===== config.mk =====
export PLATFORM = sky130hd
export DESIGN_NAME = fp32_add_sub
export DESIGN_NICKNAME = d
export VERILOG_FILES = /design/src/rtl/fpas_pkg.sv /design/src/rtl/fpas_align.sv /design/src/rtl/fpas_addnorm.sv /design/src/rtl/fpas_norm.sv /design/src/rtl/fpas_round.sv /design/src/rtl/fp32_add_sub.sv
export SDC_FILE = /design/constraint.sdc
export NUM_CORES = 1
export LEC_CHECK = 0
export ABC_AREA = 1
export BUFFER_PORTS_ARGS = -buffer_cell sky130_fd_sc_hd__buf_2
export CAP_MARGIN = 20
export CELL_PAD_IN_SITES_DETAIL_PLACEMENT = 0
export CELL_PAD_IN_SITES_GLOBAL_PLACEMENT = 1
export CORE_UTILIZATION = 47
export CTS_CLUSTER_DIAMETER = 40
export DETAILED_ROUTE_END_ITERATION = 10
export GPL_ROUTABILITY_DRIVEN = 0
export PLACE_DENSITY = 0.85
export SYNTH_ARGS = -nofsm -noshare
export SYNTH_HDL_FRONTEND = slang
export SYNTH_HIERARCHICAL = 1
export SYNTH_SLANG_ARGS = --single-unit

===== constraint.sdc =====
create_clock -name clk -period 6.7 [get_ports clk]
set_clock_uncertainty 0.2 [all_clocks]
set_input_delay 0 -clock clk [delete_from_list [all_inputs] [get_ports clk]]
set_output_delay 0 -clock clk [all_outputs]
set_load 0.05 [all_outputs]

===== src/rtl/fpas_pkg.sv =====
package fpas_pkg;

    localparam logic [7:0]  EXP_MAX     = 8'hFF;
    localparam logic [31:0] DEFAULT_NAN = 32'h7FC00000;
    localparam logic [31:0] QUIET_BIT   = 32'h00400000;
    localparam logic        OP_ADD      = 1'b0;
    localparam logic        OP_SUB      = 1'b1;

    // Special-case result travelling beside the arithmetic path
    typedef struct packed {
        logic        special;
        logic [31:0] value;
    } spec_t;

    // Aligned operands after stage 1
    typedef struct packed {
        spec_t       spec;
        logic        sign;
        logic        eff_sub;
        logic [7:0]  exp;
        logic [26:0] xa;
        logic [26:0] xb;
    } align_t;

    // Raw sum after stage 2
    typedef struct packed {
        spec_t       spec;
        logic        sign;
        logic        zero;
        logic [8:0]  exp;
        logic [27:0] mag;
    } sum_t;

    // Normalized mantissa after stage 3
    typedef struct packed {
        spec_t       spec;
        logic        sign;
        logic        zero;
        logic [8:0]  exp;
        logic [26:0] mag;
    } norm_t;

endpackage


===== src/rtl/fpas_align.sv =====
module fpas_align
(
    input  logic [31:0]      operand_a,
    input  logic [31:0]      operand_b,
    input  logic             opcode,
    output fpas_pkg::align_t align
);

    logic        sa, sb, big_s, sml_s;
    logic [7:0]  ea, eb, ea1, eb1, big_e, sml_e, d;
    logic [22:0] fa, fb;
    logic [23:0] ma, mb, big_m, sml_m;
    logic        nan_a, nan_b, inf_a, inf_b, swap;
    logic [26:0] xb_full;
    logic [26:0] lost_mask;
    logic [26:0] shifted;

    // Unpack, check special operands
    always_comb
    begin
        sa = operand_a[31];
        sb = operand_b[31] ^ (opcode == fpas_pkg::OP_SUB);
        ea = operand_a[30:23];
        eb = operand_b[30:23];
        fa = operand_a[22:0];
        fb = operand_b[22:0];
        nan_a = (ea == fpas_pkg::EXP_MAX) && (fa != 23'd0);
        nan_b = (eb == fpas_pkg::EXP_MAX) && (fb != 23'd0);
        inf_a = (ea == fpas_pkg::EXP_MAX) && (fa == 23'd0);
        inf_b = (eb == fpas_pkg::EXP_MAX) && (fb == 23'd0);
        align.spec.special = nan_a || nan_b || inf_a || inf_b;
        if (nan_a)
            align.spec.value = operand_a | fpas_pkg::QUIET_BIT;
        else if (nan_b)
            align.spec.value = operand_b | fpas_pkg::QUIET_BIT;
        else if (inf_a && inf_b && (sa != sb))
            align.spec.value = fpas_pkg::DEFAULT_NAN;
        else if (inf_a)
            align.spec.value = operand_a;
        else
            align.spec.value = {sb, operand_b[30:0]};

        ma  = {ea != 8'd0, fa};
        mb  = {eb != 8'd0, fb};
        ea1 = (ea == 8'd0) ? 8'd1 : ea;
        eb1 = (eb == 8'd0) ? 8'd1 : eb;
        swap = (ea1 < eb1) || ((ea1 == eb1) && (ma < mb));
        big_s = swap ? sb : sa;
        sml_s = swap ? sa : sb;
        big_e = swap ? eb1 : ea1;
        sml_e = swap ? ea1 : eb1;
        big_m = swap ? mb : ma;
        sml_m = swap ? ma : mb;
        d = big_e - sml_e;

        // Shift right with sticky
        xb_full = {sml_m, 3'b000};
        if (d >= 8'd27)
        begin
            shifted   = {26'd0, xb_full != 27'd0};
            lost_mask = '0;
        end
        else
        begin
            lost_mask = ~(27'h7FFFFFF << d[4:0]);
            shifted   = (xb_full >> d[4:0]) | {26'd0, (xb_full & lost_mask) != 27'd0};
        end

        align.sign    = big_s;
        align.eff_sub = big_s != sml_s;
        align.exp     = big_e;
        align.xa      = {big_m, 3'b000};
        align.xb      = shifted;
    end

endmodule


===== src/rtl/fpas_addnorm.sv =====
module fpas_addnorm
(
    input  fpas_pkg::align_t align,
    output fpas_pkg::sum_t   sum
);

    logic [27:0] m;

    // Add or subtract magnitudes
    always_comb
    begin
        if (align.eff_sub)
            m = {1'b0, align.xa} - {1'b0, align.xb};
        else
            m = {1'b0, align.xa} + {1'b0, align.xb};
        sum.spec = align.spec;
        sum.sign = align.sign;
        sum.zero = align.eff_sub && (m == 28'd0);
        sum.exp  = {1'b0, align.exp};
        sum.mag  = m;
    end

endmodule


===== src/rtl/fpas_norm.sv =====
module fpas_norm
(
    input  fpas_pkg::sum_t  sum,
    output fpas_pkg::norm_t norm
);

    logic [4:0]  lz;
    logic [4:0]  sh;
    logic [8:0]  room;
    logic        found;

    // Count leading zeros of the 27-bit mantissa, shift limited by exponent
    always_comb
    begin
        lz    = 5'd0;
        found = 1'b0;
        for (int i = 26; i >= 0; i--)
        begin
            if (!found && sum.mag[i])
            begin
                found = 1'b1;
                lz    = 5'(26 - i);
            end
        end
        room = sum.exp - 9'd1;
        sh   = ({4'd0, lz} > room) ? room[4:0] : lz;

        norm.spec = sum.spec;
        norm.sign = sum.sign;
        norm.zero = sum.zero;
        if (sum.mag[27])
        begin
            norm.mag = sum.mag[27:1] | {26'd0, sum.mag[0]};
            norm.exp = sum.exp + 9'd1;
        end
        else
        begin
            norm.mag = sum.mag[26:0] << sh;
            norm.exp = sum.exp - {4'd0, sh};
        end
    end

endmodule


===== src/rtl/fpas_round.sv =====
module fpas_round
(
    input  fpas_pkg::norm_t norm,
    output logic [31:0]     result
);

    logic [2:0]  rb;
    logic [24:0] m;
    logic [8:0]  e;
    logic        up;

    // Round to nearest even, pack
    always_comb
    begin
        rb = norm.mag[2:0];
        up = (rb > 3'd4) || ((rb == 3'd4) && norm.mag[3]);
        m  = {1'b0, norm.mag[26:3]} + {24'd0, up};
        e  = norm.exp;
        if (m[24])
        begin
            m = m >> 1;
            e = e + 9'd1;
        end
        if (norm.spec.special)
            result = norm.spec.value;
        else if (norm.zero)
            result = 32'd0;
        else if (e >= 9'd255)
            result = {norm.sign, 31'h7F800000};
        else
            result = {norm.sign, (m[23] ? e[7:0] : 8'd0), m[22:0]};
    end

endmodule


===== src/rtl/fp32_add_sub.sv =====
// fp32_add_sub: single-precision add/subtract, round to nearest even.
// Throughput: one transaction per cycle unless a stalled valid output holds it;
// four stages (align, add, normalize, round) each hold one transaction and
// advance together when not stalled.
// Reset: rst_n asynchronously clears all stage valid bits.
module fp32_add_sub
(
    input  logic        clk,
    input  logic        rst_n,
    input  logic        in_valid,
    output logic        in_stall,
    input  logic [31:0] operand_a,
    input  logic [31:0] operand_b,
    input  logic        opcode,
    output logic        out_valid,
    input  logic        out_stall,
    output logic [31:0] result
);

    fpas_pkg::align_t a_comb, a_reg;
    fpas_pkg::sum_t   s_comb, s_reg;
    fpas_pkg::norm_t  n_comb, n_reg;
    logic [31:0]      r_comb, r_reg;
    logic             v1_reg, v2_reg, v3_reg, v4_reg;
    logic             adv;

    // Whole pipe moves unless a valid output is stalled
    assign adv       = !(v4_reg && out_stall);
    assign in_stall  = !adv;
    assign out_valid = v4_reg;
    assign result    = r_reg;

    fpas_align   u_align   (.operand_a(operand_a), .operand_b(operand_b),
                            .opcode(opcode), .align(a_comb));
    fpas_addnorm u_add     (.align(a_reg), .sum(s_comb));
    fpas_norm    u_norm    (.sum(s_reg), .norm(n_comb));
    fpas_round   u_round   (.norm(n_reg), .result(r_comb));

    // Advance valid bits
    always_ff @(posedge clk or negedge rst_n)
    begin
        if (!rst_n)
        begin
            v1_reg <= 1'b0;
            v2_reg <= 1'b0;
            v3_reg <= 1'b0;
            v4_reg <= 1'b0;
        end
        else if (adv)
        begin
            v1_reg <= in_valid;
            v2_reg <= v1_reg;
            v3_reg <= v2_reg;
            v4_reg <= v3_reg;
        end
    end

    // Advance payload
    always_ff @(posedge clk)
    begin
        if (adv)
        begin
            a_reg <= a_comb;
            s_reg <= s_comb;
            n_reg <= n_comb;
            r_reg <= r_comb;
        end
    end

endmodule


---- Word-level counts from Yosys, hierarchy flattened ----
Cells that the tools add are included.
storage, ports and cells
  bits in registers ....................... 272
  bits of input ports ..................... 69
  output and inout port bits .............. 34
  word-level logic and storage cells ...... 207
operators by class
  add/sub/neg operators ................... 8
  magnitude comparators ................... 6
  eq/ne operators ......................... 6
  shift operators ......................... 3
  mux-type cells .......................... 74
  bitwise operators ....................... 5
  reduce and logical (&&, ||, !) cells .... 79
operators by type and width
  cell                                                                 number
  32-bit 2-to-1 mux                                                    6
  24-bit 2-to-1 mux                                                    3
  5-bit 2-to-1 mux                                                     12
  27-bit by 1-bit OR with 27-bit output                                2
  23-bit logical NOT                                                   2
  23-bit nonzero test                                                  2
  8-bit 2-to-1 mux                                                     5
  1-bit logical AND                                                    36
  36-bit 2-to-1 mux                                                    1
  4-bit 2-to-1 mux                                                     8
  31-bit 2-to-1 mux                                                    1
  1-bit 2-to-1 mux                                                     30
  27-bit by 27-bit adder with 28-bit output                            1
  28-bit logical NOT                                                   1
  28-bit 2-to-1 mux                                                    1
  27-bit by 27-bit subtractor with 28-bit output                       1
  27-bit bitwise AND                                                   1
  27-bit inverter                                                      1
  27-bit nonzero test                                                  1
  27-bit by 5-bit left shift with 27-bit output                        1
  27-bit by 5-bit left shift with 27-bit output, first input constant  1
  27-bit by 5-bit right shift with 27-bit output                       1
  1-bit logical NOT                                                    26
  24-bit by 1-bit adder with 25-bit output                             1
  24 further kinds                                                     36

---- Logic depth before layout (Yosys ltp) ----
  word-level depth ........................ 83
  gate-level depth with buffers ........... 39
  mapped depth without buffers ............ 38

---- Hierarchy ----
Netlist, hierarchy kept.
modules (own cells, without submodules)
  module        times used  cells an instance  area an instance (um2)  seq. area each (um2)
  fp32_add_sub  1           289                8323.0                  8267.9
  fpas_align    1           919                4425.5                  0.0
  fpas_addnorm  1           604                3155.5                  0.0
  fpas_norm     1           570                3069.2                  0.0
  fpas_round    1           319                1651.6                  0.0

---- Worst setup path after synthesis ----
OpenSTA, ideal clock, no wires.
  kind .................................... reg2reg
  start ................................... reg s_reg[25] (netlist bit)
  end ..................................... reg n_reg[35] (netlist bit), data pin
  setup time .............................. 262 ps
  arrival time ............................ 5110 ps
  required time ........................... 6238 ps
  setup slack ............................. 1127 ps
  stages on the path, launching flop included .. 37
  path buffers ............................ 1
  clock period less this slack ............ 5573 ps
  cell sequence ........................... edfxtp_1 > nor2_4 > nand4_2 > nor2_2 > nand4_2 > nor2_2 > nand4_2 > nor2_2 > nand4_1 > nor2_2 > nand4_2 > a21oi_1 > nor2_1 > nand3_1 > ha_1 > nand2_1 > nor2_1 > a221oi_1 > nand3_1 > inv_1 > nand2_1 > nand2_1 > buf_2 > nand2_1 > nor2_1 > inv_1 > o21ai_0 > a21oi_1 > ha_1 > a21oi_1 > nand2_1 > a21oi_1 > nor2_1 > nor2_1 > o21ai_0 > a21oi_1 > xor2_1
RTL lines
  element                 RTL line            text
  from (decl)             fp32_add_sub.sv:21  fpas_pkg::sum_t s_comb, s_reg;
  from (signal assigned)  fp32_add_sub.sv:64  s_reg <= s_comb;
  to (signal assigned)    fp32_add_sub.sv:65  n_reg <= n_comb;
  to (decl)               fp32_add_sub.sv:22  fpas_pkg::norm_t n_comb, n_reg;

==> reports/results.tsv <==
metric	value	unit
Die H	211	um
Post-DRT Antenna Nets	0	
Worst Hold Class	input port to register	
DIE WIDTH	211	um
VDD IR max	0.000287	V
Setup CP Type	register to register	
Synth area leaders	edfxtp_1 (40%), nand2_1 (14%), nand3_1 (6.6%)	
Worst EP required	6.80	ns
largest net degree at the start of global routing	153	
Layout area overhead	12.6	%
crit path launch type	register	
H-tree levels	2	
initial DRC count	2158	
Root Buffer	clkbuf_16	
max-cap viol count	0	
Buffers on Ports	102	
Std-Cell Rows	76	
Worst Setup End Kind	register	
initial antenna violation count	3	
ANT cells	0	
# setup viols final	0	
global-route wire length before repair	94800	um
hpwl dp	47200	um
post-synthesis register bit count	276	
Primary FF master, synth	edfxtp_1	
Worst-Margin Slew	0.937	ns
Vias	18900	
ys async rst share	1.45	%
count leader, synth	nand2_1	
Storage cell area	8270	um2
All-Layer GR Usage	27.5	%
Final Hold Slack	0.0893	ns
Syn Area/Cell	7.64	um2
Final TNS setup	0	ns
Yosys warning count	6	
Final min period	6.21	ns
gr ovfl total	0	
Max-Slew Margin vs Limit	37.5	%
I/O Pins	103	
fraction of layout cells with a size suffix above 1	11.8	%
Clock Sinks	276	
Num CTS Buffers	40	
hold depth	3	
wire length per cell	18.2	um
Finished Cell Area	23200	um2
maximum clock path buffer count	3	
clock slew at reported path FFs	0.06	ns
CTS tree	yes	
worst-path fanout max	9	
via/cell ratio	5.54	
area fraction of the dominant cell type after synthesis	39.6	%
NumNets Final	2942	
vias in the first global route	17700	
final hold vios	0	
biggest area consumer among synthesized cells	edfxtp_1	
FILL cells	4045	
cells on worst reg2reg path	35	
Skew-Pair Late Insertion Delay	0.56	ns
max FFs per register	97	
Static Leak	10.8	nW
final worst-path cycle share	92.7	%
critical path's slowest cell	edfxtp_1	
core footprint	43200	um2
status	finished, final reports clean	
synth unique cells	60	
Multi-input gate area	10100	um2
f_max	161	MHz
drt drc	0	
sequential share of the synthesized area	40.1	%
Worst EP arrival	6.32	ns
crit-path max cell delay	0.50	ns
Layout Utilization	53.8	%
Post-synth EDFFs	272	
Cell Area, Synth	20600	um2
total wire length	61900	um
die area	44700	um2
RSZ-0062 raised after global routing	false	
Initial Util	47.8	%
Placed Instance Area	21000	um2
Mapped Cells	2701	
DR pass1 iterations	6	
max-slew violation count	0	
most frequent cells after synthesis	nand2_1 (779), inv_1 (294), edfxtp_1 (272), nand3_1 (271), nor2_1 (217)	
power per cell area	490	nW/um2
==> layout make-up <==
type,count,area share (%)
clock inverter,27,1.20
sequential,276,35.6
timing repair buffer,215,6.95
multi-input combinational,1951,43.7
tap,585,3.15
inverter,309,5.01
clock buffer,45,4.39
==> final timing paths <==
check	startpoint	slack [ns]	endpoint
setup / recovery	s_reg[25]$_DFFE_PN_	0.49	n_reg[35]$_DFFE_PN_
hold / removal	operand_a[27]	0.09	a_reg[58]$_DFFE_PN_
setup reg to reg	s_reg[25]$_DFFE_PN_	0.49	n_reg[35]$_DFFE_PN_
hold reg to reg	s_reg[66]$_DFFE_PN_	0.21	n_reg[65]$_DFFE_PN_
max in group asynchronous	rst_n	5.98	v2_reg$_DFFE_PN0N_
min in group asynchronous	rst_n	0.15	v1_reg$_DFFE_PN0N_
==> timing repair <==
action                     in CTS  in global routing
buffers inserted                0                  0
hold endpoints to repair       74                  0
hold buffers                   94                  0
gates resized for setup         0                  1
setup endpoints to repair       0                  2
==> report_power, final <==
group,internal [mW],switching (mW)
logic,1.80,4.22
clock network,1.20,0.797
registers,2.89,0.464
==> logic make-up (layout without fill, tap and decap cells) <==
group	count (synthesis)	in the layout	share of synthesized area, %
adders and majority gates	80	80	4.93
DFF	276	276	40.1
other	2	4	0.0364
buffers and inverters	476	596	10.9
and+or+nand+nor	1494	1494	32.7
xor gates and xnor gates	58	58	2.46
AOI/OAI and AO/OA	315	315	8.92
==> through the flow <==
step                      total power, mW  std cells  worst slack (ns)
after global routing                 12.2       3408            0.0192
final                                11.4       3408             0.486
after CTS                            11.3       3407             0.561
after detailed placement             9.21       3241             0.594
after global placement               9.17       3241             0.850
after floorplan                      7.81       2703              1.13
==> cells in the final DEF (no fill, tap or decap), drive strengths merged, types with 2 or more instances in the layout <==
master       instances
clkinvlp             4
nand3              288
a221oi               2
o22ai                6
o21ai              168
o21bai               5
and2                 8
nor4                14
xor2                43
nand4               57
conb                 4
ha                  78
xnor2               15
inv                311
nand2              822
dfrtp                4
a31oi                7
o21a                 5
o31ai                3
dlygate4sd3         94
and3                 2
a21oi               74
nor3                25
or2                  4
fa                   2
edfxtp             272
clkinv              19
clkbuf              45
a211oi              25
buf                121
bufinv               2
o211ai              13
nor2               258
nand3b              16
==> metal layers <==
layer  share of wire (%)  GRT usage (%)  vias up  wire, um
met5               0.044              0        -        27
met4                 5.2           14.4        4      3200
met3                 7.4           3.84      186      4590
met2                  46           45.7      899     28700
met1                  41           34.7     8672     25300
li1                    -              -     9111         -
==> critical path: cells and delay by family, from the launching register on <==
| family | cells | cell delay, ns |
|---|---|---|
| AOI/OAI and AO/OA | 8 | 1.52 |
| xor gates and xnor gates | 1 | 0.08 |
| adders and majority gates | 2 | 0.64 |
| buffers and inverters | 2 | 0.27 |
| DFF | 1 | 0.50 |
| and+or+nand+nor | 22 | 2.75 |
Power figures use the tool's default switching activity.
